===== src/hw/rtl/assert_macros.svh =====
// assertion helpers
`ifndef ASSERT_MACROS_SVH
`define ASSERT_MACROS_SVH

`define ASSERT_IMPLIES(label, clk, rst_n, pre, post) \
    label: assert property (@(posedge clk) disable iff (!rst_n) (pre) |-> (post)) \
        else $error("assertion failed");

`define ASSERT_NEXT(label, clk, rst_n, pre, post) \
    label: assert property (@(posedge clk) disable iff (!rst_n) (pre) |=> (post)) \
        else $error("assertion failed");

`endif


===== src/hw/rtl/hat_pkg.sv =====
`default_nettype none
package hat_pkg;

    typedef enum logic [1:0] {
        FUNC_ALLOC   = 2'd0,
        FUNC_CALLOC  = 2'd1,
        FUNC_REALLOC = 2'd2,
        FUNC_FREE    = 2'd3
    } func_t;

    typedef enum logic [1:0] {
        ST_TRACKED = 2'd0,
        ST_FULL    = 2'd1,
        ST_UNKNOWN = 2'd2,
        ST_NULL    = 2'd3
    } status_t;

    typedef enum logic [3:0] {
        S_IDLE,
        S_MUL,
        S_FIND,
        S_CLEAR,
        S_FREE_SCAN,
        S_FREE_WAIT,
        S_COMMIT,
        S_OUT
    } state_t;

    typedef struct packed {
        logic load;
        logic mul;
        logic scan_start;
        logic scan_step;
        logic find_hit;
        logic clear_hit;
        logic commit;
        logic out_valid;
    } cmd_t;

    typedef struct packed {
        logic [1:0] func;
        logic       new_null;
        logic       old_null;
        logic       scan_last;
        logic       match;
        logic       hit;
        logic       out_taken;
    } sts_t;

endpackage
`default_nettype wire


===== src/hw/rtl/hat_ctrl.sv =====
`default_nettype none
`include "assert_macros.svh"
module hat_ctrl (
    input  wire logic         clk,
    input  wire logic         rst_n,
    input  wire logic         in_valid,
    output hat_pkg::cmd_t     cmd,
    input  wire hat_pkg::sts_t sts
);
    hat_pkg::state_t state_reg, state_next;

    always_ff @(posedge clk or negedge rst_n)
    begin
        if (!rst_n)
        begin
            state_reg <= hat_pkg::S_IDLE;
        end
        else
        begin
            state_reg <= state_next;
        end
    end

    always_comb
    begin
        state_next = state_reg;
        case (state_reg)
            hat_pkg::S_IDLE:
            begin
                if (in_valid)
                begin
                    state_next = hat_pkg::S_MUL;
                end
            end
            hat_pkg::S_MUL:
            begin
                if (sts.func == hat_pkg::FUNC_FREE)
                begin
                    state_next = sts.old_null ? hat_pkg::S_OUT : hat_pkg::S_FREE_SCAN;
                end
                else if (sts.new_null)
                begin
                    state_next = hat_pkg::S_OUT;
                end
                else if (sts.func == hat_pkg::FUNC_REALLOC)
                begin
                    state_next = hat_pkg::S_FREE_SCAN;
                end
                else
                begin
                    state_next = hat_pkg::S_FIND;
                end
            end
            hat_pkg::S_FREE_SCAN: state_next = hat_pkg::S_FREE_WAIT;
            hat_pkg::S_FREE_WAIT:
            begin
                if (sts.hit)
                begin
                    state_next = hat_pkg::S_CLEAR;
                end
                else if (sts.scan_last)
                begin
                    state_next = (sts.func == hat_pkg::FUNC_FREE) ? hat_pkg::S_COMMIT
                                                                   : hat_pkg::S_FIND;
                end
                else
                begin
                    state_next = hat_pkg::S_FREE_SCAN;
                end
            end
            hat_pkg::S_CLEAR:
            begin
                state_next = (sts.func == hat_pkg::FUNC_FREE) ? hat_pkg::S_COMMIT
                                                               : hat_pkg::S_FIND;
            end
            hat_pkg::S_FIND:
            begin
                if (sts.match || sts.scan_last)
                begin
                    state_next = hat_pkg::S_COMMIT;
                end
            end
            hat_pkg::S_COMMIT: state_next = hat_pkg::S_OUT;
            hat_pkg::S_OUT:
            begin
                if (sts.out_taken)
                begin
                    state_next = hat_pkg::S_IDLE;
                end
            end
            default: state_next = hat_pkg::S_IDLE;
        endcase
    end

    always_comb
    begin
        cmd = '0;
        case (state_reg)
            hat_pkg::S_IDLE: cmd.load = in_valid;
            hat_pkg::S_MUL:
            begin
                cmd.mul = 1'b1;
                cmd.scan_start = 1'b1;
            end
            hat_pkg::S_FREE_SCAN: ;
            hat_pkg::S_FREE_WAIT:
            begin
                cmd.scan_step = !sts.hit && !sts.scan_last;
                cmd.scan_start = !sts.hit && sts.scan_last;
            end
            hat_pkg::S_CLEAR:
            begin
                cmd.clear_hit = 1'b1;
                cmd.scan_start = 1'b1;
            end
            hat_pkg::S_FIND:
            begin
                cmd.find_hit = sts.match;
                cmd.scan_step = !sts.match && !sts.scan_last;
            end
            hat_pkg::S_COMMIT: cmd.commit = 1'b1;
            hat_pkg::S_OUT: cmd.out_valid = 1'b1;
            default: cmd = '0;
        endcase
    end

    `ASSERT_NEXT(a_out_hold, clk, rst_n,
        state_reg == hat_pkg::S_OUT && !sts.out_taken, state_reg == hat_pkg::S_OUT)
    `ASSERT_IMPLIES(a_one_cmd, clk, rst_n, 1'b1,
        $onehot0({cmd.load, cmd.commit, cmd.out_valid, cmd.clear_hit}))
    `ASSERT_NEXT(a_commit_out, clk, rst_n, cmd.commit, state_reg == hat_pkg::S_OUT)
endmodule
`default_nettype wire


===== config.mk =====
export PLATFORM = sky130hd
export DESIGN_NAME = hat_ctrl
export DESIGN_NICKNAME = d
export VERILOG_FILES = /design/src/hw/rtl/hat_pkg.sv /design/src/hw/rtl/hat_ctrl.sv
export VERILOG_INCLUDE_DIRS = /design/src /design/src/hw/rtl
export SDC_FILE = /design/constraint.sdc
export NUM_CORES = 1
export LEC_CHECK = 0
export ABC_CLOCK_PERIOD_IN_PS = 1000
export BUFFER_PORTS_ARGS = -buffer_cell sky130_fd_sc_hd__buf_4
export CAP_MARGIN = 20
export CORE_AREA = 3 3 40 42
export CTS_CLUSTER_DIAMETER = 80
export DETAILED_ROUTE_END_ITERATION = 10
export DIE_AREA = 0 0 43 45
export PLACE_DENSITY_LB_ADDON = 0.1
export SLEW_MARGIN = 20
export SYNTH_ARGS = -nofsm -noshare
export SYNTH_HDL_FRONTEND = slang
export SYNTH_SLANG_ARGS = --single-unit

===== constraint.sdc =====
create_clock -name clk -period 1 [get_ports clk]
set_input_delay 0.05 -clock clk [delete_from_list [all_inputs] [get_ports clk]]
set_output_delay 0.05 -clock clk [all_outputs]
set_load 0.05 [all_outputs]

======== Word-level counts from Yosys, hierarchy flattened ========
Cells that the tools add are included.
storage, ports and cells
  flip-flop bits (word level) ............. 4
  output and inout port bits .............. 8
  input bits .............................. 11
cells by class
  equal/unequal tests ..................... 12
  reduce and logical (&&, ||, !) cells .... 10
  mux-type cells .......................... 19
operators by type and width
  cell                                                                    number
  4-bit case mux with 8 select lines                                      1
  3-bit 2-to-1 mux                                                        6
  4-bit by 3-bit equality test with 1-bit output (second input constant)  4
  4-bit 2-to-1 mux                                                        3
  4-bit by 2-bit equality test with 1-bit output (second input constant)  2
  1-bit 2-to-1 mux                                                        6
  2-bit != test (second input constant)                                   3
  2-bit equality test (second input constant)                             2
  4-bit by 1-bit equality test with 1-bit output (second input constant)  1
  4-bit zero test                                                         1
  1-bit case mux with 2 select lines                                      2
  1-bit logical AND                                                       3
  1-bit zero test                                                         3
  3-bit AND reduction                                                     1
  2-bit 2-to-1 mux                                                        1
  2-bit OR reduction                                                      1
  1-bit logical OR                                                        1

======== Depth between registers and ports, before layout ========
Gate-level depths: netlist of the first run.
  depth after elaboration ................. 5
  gate-level depth with buffers ........... 4
  depth with buffers taken out ............ 3

======== Worst setup path before layout of the first run ========
OpenSTA, ideal clock, no wires.
  path kind ............................... register to output
  start ................................... register state_reg[1]
  end ..................................... output port cmd[3] in the netlist's numbering
  setup slack ............................. -1295 ps
  arrival ................................. 2245 ps
  stages on the path, launching flop included .. 4
  required time ........................... 950 ps
  cells stage by stage .................... dfrtp_1 -> buf_6 -> inv_1 -> nor4b_1
RTL lines
  what                      line            text
  start: declaration        hat_ctrl.sv:10  hat_pkg::state_t state_reg, state_next;
  start signal: assignment  hat_ctrl.sv:16  state_reg <= hat_pkg::S_IDLE;
  start signal: assignment  hat_ctrl.sv:20  state_reg <= state_next;
  end: declaration          hat_ctrl.sv:7   output hat_pkg::cmd_t cmd,

==> results of run 1 <==
==> what timing repair did <==
item,in CTS,in global routing
pin swaps,4,4
hold buffers,1,0
buffers inserted,4,3
setup endpoints to repair,11,11
hold endpoints to repair,3,0
gates resized for setup,16,11
==> worst min-delay path by stage <==
stage	startpoint	to	cells after the start
after floorplan	rst_n	state_reg[0]	0
after global placement	rst_n	state_reg[1]	1
after detailed placement	rst_n	state_reg[1]	1
after CTS	rst_n	state_reg[1]	2
after global routing	rst_n	state_reg[1]	2
final	rst_n	state_reg[0]	2
==> metal layers <==
layer	GRT usage (%)	up-vias	routed length, um
li1	-	244	-
met1	13.04	228	512
met2	27.54	20	724
met3	2.789	3	69
met4	7.229	0	14
met5	0	-	0
==> cells in the mapped netlist <==
| cell | count |
|---|---|
| a21boi_0 | 2 |
| mux2_2 | 1 |
| a311oi_2 | 1 |
| a21oi_1 | 1 |
| a211oi_1 | 1 |
| o21ai_0 | 2 |
| o221ai_1 | 2 |
| o21ba_2 | 1 |
| buf_2 | 2 |
| nand2b_1 | 2 |
| buf_6 | 1 |
| a31oi_1 | 1 |
| or3b_1 | 1 |
| nor4b_1 | 3 |
| nand3b_1 | 1 |
| and2_1 | 2 |
| o21a_1 | 1 |
| nor2_1 | 4 |
| nand2_1 | 4 |
| and3_1 | 2 |
| o311ai_1 | 1 |
| nor3b_2 | 1 |
| nor2_2 | 1 |
| nor3b_1 | 2 |
| inv_1 | 2 |
| dfrtp_1 | 3 |
==> power groups by stage <==
stage          registers (W)  logic [W]  clock network [W]
3_5_place_dp        0.000291    0.00174                  0
4_1_cts             0.000295    0.00202           0.000218
2_1_floorplan       0.000261    0.00124                  0
3_3_place_gp        0.000293    0.00174                  0
6_report            0.000301    0.00235           0.000222
5_1_grt             0.000308    0.00248           0.000237
==> area by class of cell <==
cell class,count,area share (%)
flip-flops and latches,3,9.026
inverters,2,0.8596
multi-input cells,37,45.85
clock buffers,4,3.009
repair buffers,36,39.11
well taps,15,2.149
==> cell families after synthesis <==
logic type             share of synthesized area [%]
buffers and inverters                          7.959
AND/OR/NAND/NOR                                39.79
flip-flops                                     20.76
multiplexers                                   3.114
AO/OA/AOI/OAI                                  28.37
==> through the flow <==
| stage | hold WS (ns) | instance area (um2) | std cells | TNS, ns |
|---|---|---|---|---|
| 6_report | 0.1306 | 873.3 | 97 | -3.450 |
| 3_3_place_gp | -0.1566 | 669.4 | 85 | -1.674 |
| 4_1_cts | 0.1369 | 793.3 | 94 | -3.236 |
| 2_1_floorplan | -0.2456 | 455.4 | 45 | -2.341 |
| 5_1_grt | 0.1250 | 873.3 | 97 | -3.912 |
| 3_5_place_dp | -0.1574 | 669.4 | 85 | -1.745 |
==> worst register-to-register path, stage by stage (launching register included) <==
cell,delay (ns)
dfrtp_2,0.44
buf_12,0.15
buf_4,0.13
buf_6,0.12
nand2b_4,0.08
o221ai_4,0.10
a211oi_2,0.23
==> metrics, run 1 <==
fin. max-slew vios=0; Netlist cell types=26; area delta synth->final=141.5%; Hold WC Path Type=primary input to async pin; vias=between 400 and 500; Ys Warns=0; worst setup path start=state_reg[0]; CP endpoint kind=primary output; 1st-iter DRT viols=2; synthesized cell area=361.6 um2; final setup violating endpoints=11; Die W=about 43 um; IO buf count=18; clock network fraction of design power=slightly below 8%; Sink Count=3; Placeable Area=around 1300 um2; Mean Syn Cell Area=about 8 um2; Logic pwr share=about four fifths; Slew headroom=around four fifths; clk_lat worst skew=roughly 0.24 ns; worst reg2reg path depth=6; Stages on worst setup path=4; Worst Skew=about 0.0069 ns; final critical-path share of the clock period=138.5%; # fillers=about 100; worst-path cell chain=nor4b_2 > a31oi_2 > nor2_4 > buf_8; drt pass-1 iters=4; WP buf/inv=1; vias in the first global route=483; min setup slack post-route=-0.3848 ns; Final Hold Viols=0; top fanout value on the critical path=5; CP top delay family=flip-flops; via/cell ratio=5.103; Worst setup SP type=register; multi-input logic area=400.4 um2; gr usage total=about 14%; NetSw=~0.0013 W; DRC errors left=0; Tmin final=1.385 ns; reg-to-reg slack, setup=-0.35 ns; leakage power=~0.38 nW; minimum setup slack after placement=-0.2613 ns; CTS Buf Count=3; Worst path slowest cell=dfrtp_2; Worst VDD drop=roughly 1900 uV; overall power=0.002875 W; Syn Nets=56; final core utilization=67.96%; hpwl dp=901.4 um; Net Sw Frac=a little under half; peak per-stage delay on the critical path=0.44 ns; fin nets=94; r2r startpoint=state_reg[1]; critical path endpoint=cmd[4]; Die ar.=approximately 1900 um2; commonest cells after routing, fill and taps aside=20 x buf_4, 13 x buf_6, 3 x nor2_4, 3 x clkbuf_4, 3 x dfrtp_2; crit path kind=register to primary output; largest cells by area after synthesis=dfrtp_1 21%, nor4b_1 7.3%, o221ai_1 4.8%; cell area power density=between 3000 and 4000 nW/um2; Antenna Nets Post-Route=0; layout cells sized above 1=around 76%; RSZ-0062 raised after global routing=true; diode count=0; Clock Tree Buf Depth=2; largest net degree at the start of global routing=9; most common cell after layout, fill and taps aside=buf_4; first-pass GRT wire length=1.952 mm; register share of total power=a little over a tenth; gr ovfl total=0; Int Pwr=between 0.0015 and 0.002 W; Clk pin slew, worst setup/hold paths=0.04 ns; crit path DAT=roughly 1.3 ns; Initial Utilization=28.14%; Fmax=722.2 MHz; total wire length=1.320 mm; post-synthesis sequential area ratio=20.76%; MaxCap Viol Count=0; Storage cell area=between 70 and 80 um2; cell row count=13; Synth Register Bits=3; Top Ports=19; worst reg2reg endpoint=state_reg[2]; area leader, netlist=dfrtp_1; max reg flops=3; failing checks=negative setup slack; Root Driver=clkbuf_4; Slew @ Worst Pin=~0.28 ns; TritonCTS clock tree=built; Avg WL per Cell=13.61 um; # H-tree levels=1; top-area cell type share of the netlist area=just over 20%; placer congestion estimate=0.7318; initial antenna violation count=0; die height=roughly 45 um; Mapped Cells=45; CP required=approximately 0.95 ns; run status=finished with violations
No activity file was read; power rests on OpenSTA's default activity.
==> run 2: changes to the inputs <==
Settings changed: ABC_AREA from default to 1, CORE_AREA 3 3 40 42 to 3 3 41 43, DIE_AREA 0 0 43 45 to 0 0 44 46.
==> run 2 against run 1 <==
  * The run still ends with negative setup slack left
  * Synthesized cell count rose by 58%
  * Synthesized area increased by 9.3%
  * Fmax is 5.5% higher
  * Largest power group unchanged
==> metrics, run 2 <==
run status=finished with violations; failing checks=negative setup slack; leakage power=around 0.47 nW; number of synthesized flops with an enable pin=0; worst hold path depth=4; Placeable Area=1334 um2; RSZ-0062 raised after global routing=true; post-route setup TNS=-2.691 ns; overall power=roughly 0.0031 W; worst reg2reg path depth=9; gr usage total=around 14%; largest net degree at the start of global routing=7; Net Sw Frac=between 50% and 60%; area delta synth->final=137.0%; TritonCTS clock tree=built; most common cell after layout, fill and taps aside=buf_4; Placed Area=about 690 um2; synthesized cell area=about 400 um2; hold slack=0.09785 ns; IO buf count=18; area leader, netlist=nand2_1; vias=roughly 580; CTS Buf Count=3; worst reg2reg endpoint=state_reg[0]; Worst setup SP type=register; reg-to-reg slack, setup=-0.23 ns; Die W=44 um; min setup slack post-route=-0.3125 ns; first-pass GRT wire length=roughly 2.2 mm; layout cells sized above 1=between 60% and 70%; Ys Warns=0; Final Hold Viols=0; CP required=~0.95 ns; diode count=0; Synth Register Bits=3; Root Driver=clkbuf_4; register share of total power=10.7%; Worst VDD drop=between 1500 and 2000 uV; top fanout value on the critical path=3; total wire length=1.308 mm; Tmin final=between 1 and 1.5 ns; most used flip-flop cell after synthesis=dfrtp_1; Int Pwr=approximately 0.0015 W; Initial Utilization=between 20 and 30%; r2r startpoint=state_reg[1]; placer congestion estimate=0.7438; Slew headroom=between 80 and 90%; drt pass-1 iters=4; most frequent cell after synthesis=nand2_1; cell area power density=3349 nW/um2; Die ar.=just over 2000 um2; CP endpoint kind=primary output; initial antenna violation count=0; Sink Count=3; Clk pin slew, worst setup/hold paths=about 0.04 ns; post-synthesis sequential area ratio=18.99%; Mean Syn Cell Area=between 5 and 6 um2; Hold WC Path Type=primary input to register; Final Instance Area=937.1 um2; Antenna Nets Post-Route=0; Top Ports=19; top-area cell type share of the netlist area=between 20% and 30%; 1st-iter DRT viols=13; commonest cells after routing, fill and taps aside=23 x buf_4, 16 x nand2_1, 10 x buf_6, 9 x inv_1, 8 x nor2_4; clk_lat worst skew=0.23 ns; hpwl dp=980.7 um; asr flop ratio synth=100.0%; DRC errors left=0; vias in the first global route=between 500 and 600; final setup violating endpoints=11; Hold Startpoint=sts[0]; Mapped Cells=71; cell row count=13; Worst Skew=0.002491 ns; Fmax=roughly 760 MHz; Avg WL per Cell=~10 um; most frequent cells after synthesis=22 x nand2_1, 10 x inv_1, 10 x nand3_1; largest cells by area after synthesis=nand2_1 21%, dfrtp_1 19%, nand3_1 13%; crit path kind=register to primary output; MaxCap Viol Count=0; NetSw=about 0.0016 W; crit path DAT=1.26 ns; Netlist cell types=17; Syn Nets=just over 80; WHS Endpoint=state_reg[0]; fin. max-slew vios=0; via/cell ratio=4.528; fin nets=roughly 120; Clock Tree Buf Depth=2; # H-tree levels=1; die height=about 46 um; gr ovfl total=0; final critical-path share of the clock period=131.3%; max reg flops=3; Logic pwr share=82.7%; Slew @ Worst Pin=0.1980 ns; clock network fraction of design power=under 10%
run 2: changes by cell type after synthesis, moves of 3 or more:
cell	previous run	this run
nor4b_1	3	0
nand3_1	0	10
nand2_1	4	22
inv_1	2	10
nor2_1	4	8
run 2: cell families (layout without fill, tap and decap cells):
kind of cell,after synthesis,count (layout),synth area share (%)
AND/OR/NAND/NOR,50,50,60.45
AO/OA/AOI/OAI,4,4,5.696
flip-flops,3,3,18.99
buffers and inverters,14,55,14.88
run 2: power by group through the flow:
stage	registers (W)	clock network [W]	logic, W
finish	0.000335	0.000208	0.00260
global route	0.000343	0.000223	0.00277
CTS	0.000322	0.000214	0.00237
detailed placement	0.000292	0	0.00188
global placement	0.000292	0	0.00188
floorplan	0.000279	0	0.00124
run 2: what timing repair did:
action / in CTS / in global routing
endpoints found under the hold margin: 3 / 0
setup endpoints to repair: 11 / 11
resized for setup: 32 / 15
hold buffers: 1 / 0
buffers inserted: 4 / 3
pin swaps: 5 / 10
run 2: per-stage QoR:
step,setup slack [ns],instances,util [%]
after global placement,-0.1716,116,51.41
after floorplan,-0.2781,71,-
after detailed placement,-0.1795,116,51.41
after CTS,-0.3150,125,65.29
final,-0.3125,127,70.26
after global routing,-0.3760,127,70.26
run 2: worst max-delay path: stages (launching register included):
cell and delay (ns):
dfrtp_2 0.43, nand2_4 0.09, nor2_2 0.12, nand2_2 0.08, a21oi_4 0.14, buf_6 0.16
run 2: how the worst max path moves through the flow:
stage / from / to / slack (ns)
after global routing: state_reg[0] / cmd[4] / -0.38
final: state_reg[2] / cmd[4] / -0.31
after global placement: state_reg[0] / cmd[4] / -0.17
after floorplan: state_reg[2] / state_reg[0] / -0.28
after detailed placement: state_reg[0] / cmd[4] / -0.18
after CTS: state_reg[0] / cmd[4] / -0.31
run 2: metal layers:
metal | track usage, % | routed length [um] | vias to the layer above
met4 | 3.614 | 0 | 0
met5 | 0 | 0 | -
met2 | 26.45 | 648 | 11
li1 | - | - | 304
met1 | 17.37 | 604 | 260
met3 | 1.581 | 55 | 0
run 2: area by class of cell:
type                    count  area, um2
well taps                  15      18.77
fillers                   121      396.6
flip-flops and latches      3      78.83
multi-input cells          54      396.6
inverters                  13      61.31
clock buffers               4      26.28
repair buffers             38      355.3
==> run 3: changes to the inputs <==
Settings changed: CORE_AREA 3 3 41 43 to 3 3 40 42, CTS_CLUSTER_DIAMETER 80 to default, DIE_AREA 0 0 44 46 to 0 0 43 45.
==> run 3 against run 2 <==
  * The run still ends with negative setup slack left
  * Critical endpoint unchanged
  * Via count up 1.4%
  * Critical path type unchanged
  * Register-to-register slack about the same
  * Highest routed layer is now met4
  * Largest power group unchanged
  * Core utilization up 1.8 points
==> metrics, run 3 (synthesis gave the netlist of run 2 again) <==
run status=finished with violations; failing checks=negative setup slack; RSZ-0062 raised after global routing=true; Fmax=around 740 MHz; Top Ports=19; Final Instance Area=around 930 um2; Tmin final=1.344 ns; Clock Tree Buf Depth=2; clk_lat worst skew=roughly 0.24 ns; Final Hold Viols=0; leakage power=approximately 0.46 nW; Sink Count=3; die height=~45 um; Die W=~43 um; CP endpoint kind=primary output; area delta synth->final=134.2%; multi-input logic area=roughly 380 um2; diode count=0; crit path kind=register to primary output; Slew @ Worst Pin=approximately 0.17 ns; final setup violating endpoints=11; Hold WC Path Type=primary input to register; initial antenna violation count=0; hpwl dp=~1.0 mm; # H-tree levels=1; # fillers=100; Worst setup SP type=register; Initial Utilization=a little under a third; Antenna Nets Post-Route=0; Cells after DPL=between 100 and 150; Storage cell area=just under 80 um2; gr usage total=between 10% and 20%; Worst VDD drop=2072 uV; CTS Buf Count=3; DRC errors left=0; gr ovfl total=0; commonest cells after routing, fill and taps aside=18 x buf_4, 17 x nand2_1, 14 x buf_6, 9 x inv_1, 8 x nand3_1; vias=583; first-pass GRT wire length=2.270 mm; top fanout value on the critical path=5; TritonCTS clock tree=built; overall power=between 0.003 and 0.004 W; cell area power density=approximately 3400 nW/um2; fin. max-slew vios=0; total wire length=roughly 1.4 mm; cell row count=13; via/cell ratio=~4.6; crit path DAT=~1.3 ns; post-route setup TNS=-2.889 ns; drt pass-1 iters=4; fin cells=between 100 and 150; final critical-path share of the clock period=134.4%; Root Driver=clkbuf_4; Worst Skew=~0.0038 ns; most common cell after layout, fill and taps aside=buf_4; min setup slack post-route=-0.3438 ns; MaxCap Viol Count=0; 1st-iter DRT viols=4; CP required=between 0.9 and 1 ns; Placeable Area=~1300 um2; placer congestion estimate=slightly above 0.7; Slew headroom=between 80% and 90%; Avg WL per Cell=between 10 and 15 um; Clk pin slew, worst setup/hold paths=around 0.04 ns; vias in the first global route=slightly below 600; max reg flops=3; IO buf count=18; Die ar.=just under 2000 um2; Placed Area=between 600 and 700 um2; fin nets=123; largest net degree at the start of global routing=7; layout cells sized above 1=about three fifths
==> run 3: cell count changes in the layout (fill, tap and decap cells not counted), sizes merged <==
cell,change
buf,-1
inv,-1
clkinv,+1
==> run 3: what timing repair did <==
item,4_1_cts,5_1_grt
pin swaps,10,6
resized for setup,33,14
hold buffers,1,0
endpoints found under the setup margin,11,11
hold endpoints to repair,3,0
buffers inserted,5,1
==> run 3: where the power goes <==
| group | internal (W) | switching (W) | total (W) | leakage [nW] |
|---|---|---|---|---|
| clock network | 0.000150 | 0.0000694 | 0.000219 | 0.0150 |
| registers | 0.000202 | 0.000142 | 0.000344 | 0.0323 |
| logic | 0.00119 | 0.00140 | 0.00259 | 0.412 |
==> run 3: stage by stage <==
stage	hold slack, ns	setup slack (ns)	utilization, %
global placement	-0.1593	-0.1890	52.78
CTS	0.09169	-0.3453	67.87
floorplan	-0.2456	-0.2781	-
finish	0.09798	-0.3438	72.05
detailed placement	-0.1580	-0.2159	52.78
global route	0.1001	-0.4118	72.05
==> run 3: worst max-delay path, cell delays in order, from the launching register on <==
cell	delay [ns]
dfrtp_2	0.46
nor2_4	0.15
nand2_4	0.08
o21ai_2	0.18
a21oi_4	0.04
buf_6	0.15
==> run 3: cell type report <==
cell class	instances	share of cell area, %
inverter	13	6.622
clock buffer	4	2.838
timing repair buffer	37	39.19
multi-input combinational	54	40.81
sequential	3	8.514
tap	15	2.027
==> run 3: layer usage <==
layer	wire length [um]	vias up	share of wire [%]	GRT usage (%)
li1	-	301	-	-
met4	48	0	3.4	9.036
met1	528	248	38	16.02
met5	0	-	0	0
met2	734	28	52	27.84
met3	94	6	6.7	5.976
==> run 3: worst paths after layout <==
check / from / to / cells past startpoint / slack, ns
worst max-delay path: state_reg[0] / cmd[4] / 5 / -0.34
worst min-delay path: sts[0] / state_reg[0] / 4 / 0.1
worst max register to register: state_reg[1] / state_reg[2] / 9 / -0.23
worst min register to register: state_reg[1] / state_reg[2] / 5 / 0.79
max in group asynchronous: rst_n / state_reg[2] / 2 / 0.75
min in group asynchronous: rst_n / state_reg[0] / 2 / 0.14
